==> config.mk <==
export PLATFORM = sky130hd
export DESIGN_NAME = rgb_to_hsv_pixel_flat
export DESIGN_NICKNAME = d
export VERILOG_FILES = /design/src/rtl/rthsv_pkg.sv /design/src/rtl/rthsv_if.sv /design/src/rtl/rthsv_front.sv /design/src/rtl/rthsv_div.sv /design/src/rtl/rthsv_back.sv /design/src/rtl/rgb_to_hsv_pixel.sv /design/src/flat_wrapper.sv
export SDC_FILE = /design/constraint.sdc
export NUM_CORES = 1
export LEC_CHECK = 0
export BUFFER_PORTS_ARGS = -buffer_cell sky130_fd_sc_hd__buf_2
export CORE_MARGIN = 4
export CORE_UTILIZATION = 52
export DETAILED_ROUTE_END_ITERATION = 8
export GPL_TIMING_DRIVEN = 0
export PLACE_DENSITY = 0.67
export SYNTH_ARGS = -nofsm -noshare
export SYNTH_HDL_FRONTEND = slang
export SYNTH_SLANG_ARGS = --single-unit
==> constraint.sdc <==
create_clock -name clk_i -period 15 [get_ports clk_i]
set_input_delay 3 -clock clk_i [delete_from_list [all_inputs] [get_ports clk_i]]
set_output_delay 3 -clock clk_i [all_outputs]
set_load 0.1 [all_outputs]
==> src/rtl/rthsv_pkg.sv <==
`timescale 1ns / 1ps
// Shared constants, types and divider step for the RGB to HSV pipeline.
package rthsv_pkg;

  localparam int FRAC_BITS = 6;
  localparam int CH_W      = 8;
  localparam int HUE_W     = 15;
  localparam int SAT_W     = 14;
  localparam int VAL_W     = 8;

  // hue quotient stays below 512 degrees, saturation below 256
  localparam int QW         = CH_W + 1 + FRAC_BITS;
  localparam int NUM_W      = 2 * CH_W + 1 + FRAC_BITS;
  localparam int SUM_W      = CH_W + 3;
  localparam int STEPS      = 4;
  localparam int DIV_STAGES = (QW + STEPS - 1) / STEPS;

  localparam int DEG_SECTOR = 60;
  localparam int FULL_SCALE = 255;
  localparam int DEG_TURN   = 360;

  localparam logic [QW-1:0] HUE_TURN = QW'(DEG_TURN) << FRAC_BITS;

  typedef enum logic [1:0] {
    SEC_RED,
    SEC_GREEN,
    SEC_BLUE
  } sector_e;

  typedef struct packed {
    logic [CH_W-1:0] red;
    logic [CH_W-1:0] green;
    logic [CH_W-1:0] blue;
    logic [CH_W-1:0] mx;
    logic [CH_W-1:0] delta;
    sector_e         sector;
  } front_t;

  // one restoring division in flight: divisor, partial remainder,
  // and the low numerator bits that turn into quotient bits
  typedef struct packed {
    logic [CH_W-1:0] den;
    logic [CH_W-1:0] rem;
    logic [QW-1:0]   work;
  } div_t;

  typedef struct packed {
    div_t             hue;
    div_t             sat;
    logic             neg;
    logic [VAL_W-1:0] val;
  } div_beat_t;

  typedef struct packed {
    logic [HUE_W-1:0] hue;
    logic [SAT_W-1:0] saturation;
    logic [VAL_W-1:0] value;
  } hsv_t;

  function automatic div_t div_step(input div_t d);
    div_t        o;
    logic [CH_W:0] t;
    o = d;
    t = {d.rem, d.work[QW-1]};
    if (t >= {1'b0, d.den}) begin
      o.rem  = CH_W'(t - {1'b0, d.den});
      o.work = {d.work[QW-2:0], 1'b1};
    end else begin
      o.rem  = t[CH_W-1:0];
      o.work = {d.work[QW-2:0], 1'b0};
    end
    return o;
  endfunction

endpackage

==> src/rtl/rthsv_if.sv <==
`timescale 1ns / 1ps
// Pixel and HSV stream interfaces with valid/ready handshake.
interface rthsv_rgb_if;
  import rthsv_pkg::*;
  logic            valid;
  logic            ready;
  logic [CH_W-1:0] red;
  logic [CH_W-1:0] green;
  logic [CH_W-1:0] blue;

  modport source (output valid, output red, output green, output blue, input ready);
  modport sink (input valid, input red, input green, input blue, output ready);
endinterface

interface rthsv_hsv_if;
  import rthsv_pkg::*;
  logic             valid;
  logic             ready;
  logic [HUE_W-1:0] hue;
  logic [SAT_W-1:0] saturation;
  logic [VAL_W-1:0] value;

  modport source (output valid, output hue, output saturation, output value, input ready);
  modport sink (input valid, input hue, input saturation, input value, output ready);
endinterface

==> src/rtl/rthsv_front.sv <==
`timescale 1ns / 1ps
// Front end: max/min and sector pick, then numerators and divisors.
module rthsv_front (
  input  logic                  clk_i,
  input  logic                  rst_ni,
  input  logic                  in_valid_i,
  output logic                  in_ready_o,
  input  logic [7:0]            red_i,
  input  logic [7:0]            green_i,
  input  logic [7:0]            blue_i,
  output logic                  out_valid_o,
  input  logic                  out_ready_i,
  output rthsv_pkg::div_beat_t  out_data_o
);
  import rthsv_pkg::*;

  logic            s1_valid_q;
  logic            s1_ready;
  front_t          s1_d, s1_q;
  logic [CH_W-1:0] mx, mn;

  logic            s2_valid_q;
  logic            s2_ready;
  div_beat_t       s2_d, s2_q;
  logic [SUM_W-1:0] term;
  logic [NUM_W-1:0] hnum, snum;

  assign s1_ready   = !s1_valid_q || s2_ready;
  assign s2_ready   = !s2_valid_q || out_ready_i;
  assign in_ready_o = s1_ready;

  // stage 1: extremes and sector, red wins ties over green over blue
  always_comb begin
    mx = red_i;
    if (green_i > mx) mx = green_i;
    if (blue_i > mx)  mx = blue_i;
    mn = red_i;
    if (green_i < mn) mn = green_i;
    if (blue_i < mn)  mn = blue_i;
    s1_d.red   = red_i;
    s1_d.green = green_i;
    s1_d.blue  = blue_i;
    s1_d.mx    = mx;
    s1_d.delta = mx - mn;
    if (red_i == mx)        s1_d.sector = SEC_RED;
    else if (green_i == mx) s1_d.sector = SEC_GREEN;
    else                    s1_d.sector = SEC_BLUE;
  end

  always_ff @(posedge clk_i or negedge rst_ni) begin
    if (!rst_ni) begin
      s1_valid_q <= 1'b0;
    end else if (s1_ready) begin
      s1_valid_q <= in_valid_i;
    end
  end

  always_ff @(posedge clk_i) begin
    if (in_valid_i && s1_ready) begin
      s1_q <= s1_d;
    end
  end

  // stage 2: sector term is never negative except in the red sector
  always_comb begin
    s2_d.neg = 1'b0;
    case (s1_q.sector)
      SEC_RED: begin
        if (s1_q.green >= s1_q.blue) begin
          term = SUM_W'(s1_q.green - s1_q.blue);
        end else begin
          term     = SUM_W'(s1_q.blue - s1_q.green);
          s2_d.neg = 1'b1;
        end
      end
      SEC_GREEN: term = (SUM_W'(s1_q.delta) << 1) + SUM_W'(s1_q.blue) - SUM_W'(s1_q.red);
      SEC_BLUE:  term = (SUM_W'(s1_q.delta) << 2) + SUM_W'(s1_q.red) - SUM_W'(s1_q.green);
      default:   term = '0;
    endcase
    hnum = (NUM_W'(term) * NUM_W'(DEG_SECTOR)) << FRAC_BITS;
    snum = (NUM_W'(s1_q.delta) * NUM_W'(FULL_SCALE)) << FRAC_BITS;

    s2_d.hue.den  = (s1_q.delta == '0) ? CH_W'(1) : s1_q.delta;
    s2_d.hue.rem  = hnum[NUM_W-1:QW];
    s2_d.hue.work = hnum[QW-1:0];
    s2_d.sat.den  = (s1_q.mx == '0) ? CH_W'(1) : s1_q.mx;
    s2_d.sat.rem  = snum[NUM_W-1:QW];
    s2_d.sat.work = snum[QW-1:0];
    s2_d.val      = s1_q.mx;
  end

  always_ff @(posedge clk_i or negedge rst_ni) begin
    if (!rst_ni) begin
      s2_valid_q <= 1'b0;
    end else if (s2_ready) begin
      s2_valid_q <= s1_valid_q;
    end
  end

  always_ff @(posedge clk_i) begin
    if (s1_valid_q && s2_ready) begin
      s2_q <= s2_d;
    end
  end

  assign out_valid_o = s2_valid_q;
  assign out_data_o  = s2_q;

endmodule

==> src/rtl/rthsv_div.sv <==
`timescale 1ns / 1ps
// Pipelined restoring divider: hue and saturation quotients, STEPS bits per stage.
module rthsv_div (
  input  logic                  clk_i,
  input  logic                  rst_ni,
  input  logic                  in_valid_i,
  output logic                  in_ready_o,
  input  rthsv_pkg::div_beat_t  in_data_i,
  output logic                  out_valid_o,
  input  logic                  out_ready_i,
  output rthsv_pkg::div_beat_t  out_data_o
);
  import rthsv_pkg::*;

  logic      valid_q [DIV_STAGES];
  div_beat_t data_q  [DIV_STAGES];
  logic      ready   [DIV_STAGES+1];
  logic      st_valid[DIV_STAGES];
  div_beat_t st_data [DIV_STAGES];

  assign ready[DIV_STAGES] = out_ready_i;
  assign in_ready_o        = ready[0];
  assign out_valid_o       = valid_q[DIV_STAGES-1];
  assign out_data_o        = data_q[DIV_STAGES-1];

  for (genvar s = 0; s < DIV_STAGES; s++) begin : g_stage
    div_beat_t step_d;

    if (s == 0) begin : g_head
      assign st_valid[s] = in_valid_i;
      assign st_data[s]  = in_data_i;
    end else begin : g_body
      assign st_valid[s] = valid_q[s-1];
      assign st_data[s]  = data_q[s-1];
    end

    assign ready[s] = !valid_q[s] || ready[s+1];

    // the last stage may have fewer than STEPS bits left
    always_comb begin
      step_d = st_data[s];
      for (int j = 0; j < STEPS; j++) begin
        if (s * STEPS + j < QW) begin
          step_d.hue = div_step(step_d.hue);
          step_d.sat = div_step(step_d.sat);
        end
      end
    end

    always_ff @(posedge clk_i or negedge rst_ni) begin
      if (!rst_ni) begin
        valid_q[s] <= 1'b0;
      end else if (ready[s]) begin
        valid_q[s] <= st_valid[s];
      end
    end

    always_ff @(posedge clk_i) begin
      if (st_valid[s] && ready[s]) begin
        data_q[s] <= step_d;
      end
    end
  end

endmodule

==> src/rtl/rthsv_back.sv <==
`timescale 1ns / 1ps
// Back end: sign and wrap of the hue, field masking, output register.
module rthsv_back (
  input  logic                  clk_i,
  input  logic                  rst_ni,
  input  logic                  in_valid_i,
  output logic                  in_ready_o,
  input  rthsv_pkg::div_beat_t  in_data_i,
  output logic                  out_valid_o,
  input  logic                  out_ready_i,
  output rthsv_pkg::hsv_t       out_data_o
);
  import rthsv_pkg::*;

  logic          valid_q;
  hsv_t          data_d, data_q;
  logic [QW-1:0] quo, hue_full;

  assign in_ready_o = !valid_q || out_ready_i;

  // a negative quotient that truncated to zero is not wrapped
  always_comb begin
    quo      = in_data_i.hue.work;
    hue_full = (in_data_i.neg && quo != '0) ? HUE_TURN - quo : quo;
    data_d.hue        = HUE_W'(hue_full);
    data_d.saturation = SAT_W'(in_data_i.sat.work);
    data_d.value      = in_data_i.val;
  end

  always_ff @(posedge clk_i or negedge rst_ni) begin
    if (!rst_ni) begin
      valid_q <= 1'b0;
    end else if (in_ready_o) begin
      valid_q <= in_valid_i;
    end
  end

  always_ff @(posedge clk_i) begin
    if (in_valid_i && in_ready_o) begin
      data_q <= data_d;
    end
  end

  assign out_valid_o = valid_q;
  assign out_data_o  = data_q;

endmodule

==> src/rtl/rgb_to_hsv_pixel.sv <==
`timescale 1ns / 1ps
// RGB to HSV pixel converter.
//
// pix_i takes one 8-bit red/green/blue pixel per beat; hsv_o gives one
// beat per pixel, in order: hue in degrees times 2^FRAC_BITS, saturation
// on a 0..255 scale times 2^FRAC_BITS, and value, the largest component.
// Both channels move a beat when valid and ready are high at a clock edge.
//
// Throughput: one pixel per clock while hsv_o accepts. From accept to
// output valid a pixel passes two front stages for extremes and
// numerators, DIV_STAGES divider stages that each retire up to four
// quotient bits of both divisions, and the output register.
//
// Every stage has its own valid bit and takes a beat when it is empty or
// its successor moves, so bubbles close up and a stalled hsv_o keeps
// filling the pipe until every stage holds a pixel. Nothing is dropped or
// repeated under backpressure. Reset clears all valid bits; no output
// appears until a pixel has gone through.
module rgb_to_hsv_pixel (
  input  logic        clk_i,
  input  logic        rst_ni,
  rthsv_rgb_if.sink   pix_i,
  rthsv_hsv_if.source hsv_o
);
  import rthsv_pkg::*;

  logic      fr_valid, fr_ready;
  div_beat_t fr_data;
  logic      dv_valid, dv_ready;
  div_beat_t dv_data;
  hsv_t      out_data;

  rthsv_front u_front (
    .clk_i       (clk_i),
    .rst_ni      (rst_ni),
    .in_valid_i  (pix_i.valid),
    .in_ready_o  (pix_i.ready),
    .red_i       (pix_i.red),
    .green_i     (pix_i.green),
    .blue_i      (pix_i.blue),
    .out_valid_o (fr_valid),
    .out_ready_i (fr_ready),
    .out_data_o  (fr_data)
  );

  rthsv_div u_div (
    .clk_i       (clk_i),
    .rst_ni      (rst_ni),
    .in_valid_i  (fr_valid),
    .in_ready_o  (fr_ready),
    .in_data_i   (fr_data),
    .out_valid_o (dv_valid),
    .out_ready_i (dv_ready),
    .out_data_o  (dv_data)
  );

  rthsv_back u_back (
    .clk_i       (clk_i),
    .rst_ni      (rst_ni),
    .in_valid_i  (dv_valid),
    .in_ready_o  (dv_ready),
    .in_data_i   (dv_data),
    .out_valid_o (hsv_o.valid),
    .out_ready_i (hsv_o.ready),
    .out_data_o  (out_data)
  );

  assign hsv_o.hue        = out_data.hue;
  assign hsv_o.saturation = out_data.saturation;
  assign hsv_o.value      = out_data.value;

endmodule

==> src/flat_wrapper.sv <==
// flat-port wrapper written by rule: the top's interface ports become plain ports
module rgb_to_hsv_pixel_flat import rthsv_pkg::*;
  (clk_i, rst_ni, pix_i_valid, pix_i_red, pix_i_green, pix_i_blue, pix_i_ready, hsv_o_valid, hsv_o_hue, hsv_o_saturation, hsv_o_value, hsv_o_ready);
  rthsv_rgb_if pix_i_i ();
  rthsv_hsv_if hsv_o_i ();
  input  logic clk_i;
  input  logic rst_ni;
  input wire logic [$bits(pix_i_i.valid)-1:0] pix_i_valid;
  input wire logic [$bits(pix_i_i.red)-1:0] pix_i_red;
  input wire logic [$bits(pix_i_i.green)-1:0] pix_i_green;
  input wire logic [$bits(pix_i_i.blue)-1:0] pix_i_blue;
  output wire logic [$bits(pix_i_i.ready)-1:0] pix_i_ready;
  output wire logic [$bits(hsv_o_i.valid)-1:0] hsv_o_valid;
  output wire logic [$bits(hsv_o_i.hue)-1:0] hsv_o_hue;
  output wire logic [$bits(hsv_o_i.saturation)-1:0] hsv_o_saturation;
  output wire logic [$bits(hsv_o_i.value)-1:0] hsv_o_value;
  input wire logic [$bits(hsv_o_i.ready)-1:0] hsv_o_ready;
  assign pix_i_i.valid = pix_i_valid;
  assign pix_i_i.red = pix_i_red;
  assign pix_i_i.green = pix_i_green;
  assign pix_i_i.blue = pix_i_blue;
  assign pix_i_ready = pix_i_i.ready;
  assign hsv_o_valid = hsv_o_i.valid;
  assign hsv_o_hue = hsv_o_i.hue;
  assign hsv_o_saturation = hsv_o_i.saturation;
  assign hsv_o_value = hsv_o_i.value;
  assign hsv_o_i.ready = hsv_o_ready;
  rgb_to_hsv_pixel u_core (.clk_i(clk_i), .rst_ni(rst_ni), .pix_i(pix_i_i), .hsv_o(hsv_o_i));
endmodule
Word-level counts from Yosys, hierarchy flattened. Memory sizes are Yosys's and may differ from the RTL's. Index checks and enable logic that the tools add are counted.

Logic and storage cells: 177. Bits in writable memories: 284. Memories: 1. Bits in latches: 0. Register bits after elaboration: 142. Bits in read-only memories: 0. Output and inout port bits: 39.

Memories: u_core.u_div.data_q (words 4, width 71, rd ports 4, clocked after Yosys merged registers in 0, wr ports 4, RTL line rthsv_div.sv:16) `div_beat_t data_q [DIV_STAGES];`.

Multipliers: 2. Reductions and logical operators: 26. Div/mod/pow operators: 0. Equal/unequal tests: 4. Bitwise logic cells: 0. Muxes and demuxes: 47. $add $sub $neg: 38. Shift-type cells: 0. Order comparisons: 35.

Operators with widths (number): 23-bit 2-to-1 mux (30); 9-bit by 8-bit greater-or-equal comparator with 1-bit output (29); 8-bit subtractor (31); 11-bit case mux with 3 select lines (1); 8-bit 2-to-1 mux (4); 8-bit by 8-bit subtractor with 9-bit output (2); 8-bit equality test (2); 8-bit greater-or-equal comparator (2); 8-bit > comparator (2); 8-bit zero test (2); 8-bit less-than comparator (2); 8-bit by 8-bit multiplier with 16-bit output, second input constant (1); 11-bit by 4-bit multiplier with 15-bit output, second input constant (1); 15-bit 2-to-1 mux (1); 15-bit nonzero test (1); 15-bit subtractor, first input constant (1); 10-bit by 8-bit adder with 11-bit output (1); 11-bit 2-to-1 mux (1); 10-bit by 8-bit subtractor with 11-bit output (1); 11-bit by 8-bit subtractor with 11-bit output (1); 9-bit by 8-bit adder with 10-bit output (1); 1-bit 2-to-1 mux (9); 1-bit logical AND (8); 1-bit zero test (7); other kinds (5) (11).

Longest topological paths before layout. Gate-level depths: netlist (run 1).

Depth in word-level cells: 9. Depth in mapped cells: 42.

Cells and area by module. A second synthesis (run 1) with hierarchy kept.

Cell total of the unflattened synthesis: 3017. Area, all modules: 32521.2 sq um.

By module, submodules not included: rthsv_div (sequential area each 8628.3 sq um, cells an instance 2007, area each 21458.1 sq um, times used 1); rthsv_front (sequential area each 2992.9 sq um, cells an instance 922, area each 9575.4 sq um, times used 1); rthsv_back (sequential area each 1136.1 sq um, cells an instance 88, area each 1487.7 sq um, times used 1).

Least setup slack after synthesis (run 1). No wires, ideal clock.

Path type: register to register. From: memory u_core.u_div.data_q[0][33] (netlist bit). To: memory u_core.u_div.data_q[1][25] (netlist bit), data pin. Data required time: 14.739 ns. Library setup time: 0.261 ns. Path buffers: 4. Clock period less this slack: 9.201 ns. Data arrival time: 8.940 ns. Path slack: 5.799 ns. Cell stages (with the launch flop): 41. Cell sequence: edfxtp_1 > inv_1 > ha_1 > nor2b_1 > o31a_1 > o32ai_1 > a31o_2 > clkbuf_1 > nor2_1 > a21oi_1 > inv_1 > ha_1 > nor2b_1 > o31a_1 > o21a_1 > o41ai_1 > o221ai_1 > clkbuf_1 > (+5 left out) > a21oi_1 > o41ai_1 > o21ai_0 > a21oi_1 > nand3_1 > buf_1 > a21oi_1 > ha_1 > nor2b_1 > o21ai_0 > a21oi_1 > o41ai_1 > o21ai_0 > a21o_1 > a311o_1 > o31a_1 > clkbuf_1 > a221o_1.

RTL lines (RTL line): start, declared (rthsv_div.sv:16).

==> run metrics, run 1 <==
H-tree levels 2; setup bufs post-CTS 0; Area Growth Syn to Fin 9.66%; Critical-path top delay cell o21ai_0; maximum fanout along the worst path 10; hold-fix buffers at CTS 0; final period utilization 76.5%; status finished clean; Crit. Startpoint u_core.u_div.data_q[0][33]$_DFFE_PP_; Ports 67; HPWL after detailed placement 51800 microns; placeable core area 0.0553 sq mm; Least-Margin Pin Slew 1130 ps; RSZ-0062 raised after global routing false; minimum clock period 11480 ps; Ant. Diodes 0; Worst setup EP type flop; vias in the first global route 21400; die width 245 microns; Ys Warns 0; number of enable flip-flop cells after synthesis 350; register bit total from synthesis 357; CP arrival 11780 ps; count of pins over their slew limit 0; DRT Pass-1 Iters 5; largest net degree at the start of global routing 43; cts bufs inserted 40; GPL Wtd Cong 0.903; Hold Violations, Final 0; die area 0.0599 sq mm; Worst-Skew Late Latency 570 ps; Final setup viols 0; Post-synth top flop edfxtp_1; WL/cell 17.4 microns; fraction of layout cells with a size suffix above 1 10.1%; CP Class flop to flop; first-pass GRT wire length 107000 microns; post-synth cell types 90; Die H 245 microns; Buffers on Ports 66; Worst path max stage delay 550 ps; FP Rows 86; initial antenna violation count 0; clock sink count 357; # Max-Cap Violations 0; Reg clk slew, reported paths 70 ps; CTS tree yes; post-synthesis sequential area ratio 36.7%; skew final 26.3 ps; most frequent cells in the layout ha_1, edfxtp_1, inv_1; post-route setup TNS 0 ps; DR DRC count 0; vias per cell 5.69; Worst slew margin 24.8%; fmax 87.1 MHz; CP required 15300 ps; reg2reg start u_core.u_div.data_q[0][33]$_DFFE_PP_; PostCTS Resize Cnt 0; Startpoint Class flop; final wirelength 64300 microns; cell area after synthesis 0.0291 sq mm; Syn Nets 3280; min-delay src u_core.u_front.out_data_o[19]$_DFFE_PP_; syn avg cell area 10.4 sq um; Worst Hold Class flop to flop; post-route ant nets 0; Fillers 4727; vias 21100; final net count 3394; gr usage total 21.5%; commonest non-fill, non-tap cell in the layout ha_1; Initial Utilization 52.7%; Synth Instances 2806; ys async rst share 1.96%; drt initial violations 1141; Max clock buf depth 3; Root Driver clkbuf_16; gr ovfl total 0
-- synthesized netlist by cell type (45+ instances only) --
| cell type | n | area [sq um] |
|---|---|---|
| o21a_1 | 60 | 450 |
| nor3_1 | 46 | 230 |
| nand3_1 | 45 | 225 |
| nor2_1 | 189 | 709 |
| fa_1 | 88 | 1760 |
| o21ai_0 | 175 | 876 |
| xor2_1 | 54 | 473 |
| nand2_1 | 126 | 473 |
| a21o_1 | 52 | 390 |
| ha_1 | 358 | 4480 |
| mux2_2 | 92 | 1040 |
| nor2b_1 | 73 | 457 |
| xnor2_1 | 160 | 1400 |
| inv_1 | 314 | 1180 |
| a21oi_1 | 138 | 691 |
| edfxtp_1 | 350 | 10500 |
-- per-layer routing --
layer  GRT usage [%]  up-vias  part of all wire, %
li1                -    10300                    -
met1            28.3    10100                   45
met2            37.4      463                   48
met3            2.64      126                  4.1
met4            6.49        0                  2.7
met5               0        -                    0
-- per-stage QoR --
| step | cells | hold WS (ps) | worst slack, ps | cell area, sq um | utilization [%] |
|---|---|---|---|---|---|
| 2_1_floorplan | 2806 | 400 | 5800 | 29100 | - |
| 4_1_cts | 3700 | 392 | 3710 | 32000 | 57.8 |
| 5_1_grt | 3700 | 410 | 2730 | 32000 | 57.8 |
| 3_5_place_dp | 3626 | 405 | 3740 | 30600 | 55.3 |
| 6_report | 3700 | 400 | 3520 | 32000 | 57.8 |
| 3_3_place_gp | 3620 | 401 | 3860 | 30400 | 55.0 |
-- final cells by class --
cell class	instances	area, sq um	area share, %
Buffer	35	134	0.419
Clock buffer	52	1120	3.50
Sequential cell	357	10700	33.4
Tap cell	748	936	2.93
Timing Repair Buffer	72	473	1.48
Multi-Input combinational cell	2095	17200	53.7
Inverter	319	1200	3.75
Clock inverter	22	253	0.791
-- registers in the layout (all words and copies together), names as in the netlist --
name	count
u_core.u_div.data_q	215
u_core.u_front.out_data_o	56
u_core.u_back.out_valid_o	1
u_core.u_div.st_valid	3
u_core.u_front.s1_valid_q	1
u_core.u_front.s1_q	42
u_core.u_div.out_valid_o	1
u_core.u_back.out_data_o	37
u_core.u_front.out_valid_o	1
-- final timing paths --
path / endpoint / slack [ps] / depth (start not counted)
min reg2reg: u_core.u_div.data_q[0][23]$_DFFE_PP_ / 400 / 0
max: u_core.u_div.data_q[1][29]$_DFFE_PP_ / 3520 / 40
max reg2reg: u_core.u_div.data_q[1][29]$_DFFE_PP_ / 3520 / 40
max in group asynchronous: u_core.u_front.out_valid_o$_DFFE_PN0P_ / 12510 / 1
min in group asynchronous: u_core.u_back.out_valid_o$_DFFE_PN0P_ / 2290 / 1
min: u_core.u_div.data_q[0][23]$_DFFE_PP_ / 400 / 0
-- worst max-delay path: cells and delay by family, from the launching register on --
kind / cells / cell delay [ps]
adder cells (fa/ha/maj): 4 / 1230
buffers and inverters: 7 / 1750
AO/OA/AOI/OAI: 23 / 6930
flip-flops: 1 / 530
AND/OR/NAND/NOR: 6 / 800
-- cell families after synthesis --
kind of cell	synth area share, %
AND/OR/NAND/NOR	11.4
AO/OA/AOI/OAI	13.9
adder cells (fa/ha/maj)	21.4
flip-flops	36.7
buffers and inverters	4.58
XOR/XNOR	6.43
multiplexers	5.54
Power of run 1 is left out: the tool's default activity adds up to more than one toggle a clock period on the data nets, which glitch-free logic cannot reach.
==> run 2: changes to the inputs <==
Clock period 15 ns to 11.5 ns, I/O delays scaled along.
==> run 2 against run 1 <==
Compared with the run above: largest cell class unchanged; critical path depth is the same; global-route usage is the same; worst hold slack is essentially flat; clock-buffer cell count is the same; sequential share of layout area is essentially flat; worst setup slack lost 2700 ps; non-clock buffer count is the same; critical path type unchanged; die area is the same; utilization is essentially flat.
==> run metrics, run 2 (same netlist as run 1, synthesis figures left out) <==
maximum fanout along the worst path 10; gr usage total 21.5%; RSZ-0062 raised after global routing false; Final setup viols 0; DRT Pass-1 Iters 5; Hold Violations, Final 0; post-route setup TNS 0 ps; first-pass GRT wire length 107000 microns; vias 21000; Buffers on Ports 66; largest net degree at the start of global routing 43; Initial Utilization 52.7%; gr ovfl total 0; Max clock buf depth 3; reg2reg start u_core.u_div.data_q[0][33]$_DFFE_PP_; placeable core area 0.0553 sq mm; setup bufs post-CTS 0; Largest Register u_core.u_div.data_q; post-route ant nets 0; most frequent cells in the layout ha_1, edfxtp_1, inv_1; Least-Margin Pin Slew 1140 ps; CP required 11800 ps; fmax 93.4 MHz; Worst path max stage delay 540 ps; Startpoint Class flop; Area Growth Syn to Fin 9.73%; skew final 24.6 ps; CTS tree yes; max reg flops 215; commonest non-fill, non-tap cell in the layout ha_1; Die H 245 microns; FF-to-FF End u_core.u_div.data_q[1][29]$_DFFE_PP_; # Max-Cap Violations 0; die width 245 microns; clock sink count 357; Reg clk slew, reported paths 70 ps; fraction of layout cells with a size suffix above 1 10.3%; count of pins over their slew limit 0; die area 0.0599 sq mm; vias in the first global route 21400; final net count 3394; Worst Hold Class flop to flop; drt initial violations 1083; final wirelength 64400 microns; Worst slew margin 23.7%; internal reg-to-reg setup slack 800 ps; HPWL after detailed placement 51800 microns; DP Area 0.0306 sq mm; DP Cell Count 3626; status finished clean; initial antenna violation count 0; cell area after layout 0.0320 sq mm; Worst setup EP type flop; Root Driver clkbuf_16; number of cells on the worst reg-to-reg path 40; minimum clock period 10700 ps; FP Rows 86; Fillers 4723; cts bufs inserted 40; Critical-path top delay cell edfxtp_1; vias per cell 5.69; crit-path most repeated cell a21oi_1; CP arrival 11000 ps; GPL Wtd Cong 0.903; CP Class flop to flop; DR DRC count 0; H-tree levels 2; Ports 67; Ant. Diodes 0; Worst-Skew Late Latency 570 ps; final period utilization 93.1%; Non-Filler Instances 3700; WL/cell 17.4 microns; CP endpoint u_core.u_div.data_q[1][29]$_DFFE_PP_; Crit. Startpoint u_core.u_div.data_q[0][33]$_DFFE_PP_
## run 2: metrics by stage
stage	hold WS, ps	worst slack (ps)	util [%]
final	400	798	57.8
after detailed placement	405	237	55.3
after global routing	410	65.3	57.8
after CTS	392	209	57.8
after floorplan	400	2300	-
after global placement	401	362	55.0
## run 2: worst min-delay path by stage
stage,startpoint,endpoint,slack (ps),cells past startpoint
floorplan,u_core.u_div.data_q[3][0]$_DFFE_PP_,u_core.u_back.out_data_o[0]$_DFFE_PP_,400,0
global placement,u_core.u_div.data_q[2][18]$_DFFE_PP_,u_core.u_div.data_q[3][21]$_DFFE_PP_,400,0
detailed placement,u_core.u_front.out_data_o[0]$_DFFE_PP_,u_core.u_div.data_q[0][0]$_DFFE_PP_,400,0
CTS,u_core.u_front.out_data_o[19]$_DFFE_PP_,u_core.u_div.data_q[0][23]$_DFFE_PP_,390,0
global route,u_core.u_div.data_q[1][14]$_DFFE_PP_,u_core.u_div.data_q[2][18]$_DFFE_PP_,410,0
finish,u_core.u_front.out_data_o[19]$_DFFE_PP_,u_core.u_div.data_q[0][23]$_DFFE_PP_,400,0
## run 2: final cells by class
class                      count  area [sq um]  share of cell area [%]
tap                          748           936                    2.93
inverter                     319          1200                    3.75
buffer                        35           134                   0.419
sequential                   357         10700                    33.4
multi-input combinational   2095         17200                    53.7
clock inverter                22           253                   0.790
clock buffer                  52          1120                    3.49
timing repair buffer          72           473                    1.48
## run 2: layer usage
| metal | routed length, microns | track usage (%) |
|---|---|---|
| met1 | 28800 | 28.3 |
| met2 | 31200 | 37.4 |
| met3 | 2760 | 2.64 |
| met4 | 1610 | 6.49 |
| met5 | 0 | 0 |
## run 2: repair_timing
| action | CTS | global route |
|---|---|---|
| hold buffers | 0 | 0 |
| gates resized for setup | 0 | 6 |
| setup endpoints to repair | 0 | 15 |
## run 2: worst max-delay path: cells and delay by family, from the launching register on
kind            cells  cell delay, ps
compound gates     23            6310
buf+inv             7            1630
fa+ha+maj           4            1170
simple gates        6             800
flops               1             540
Power of run 2 is left out for the same reason.
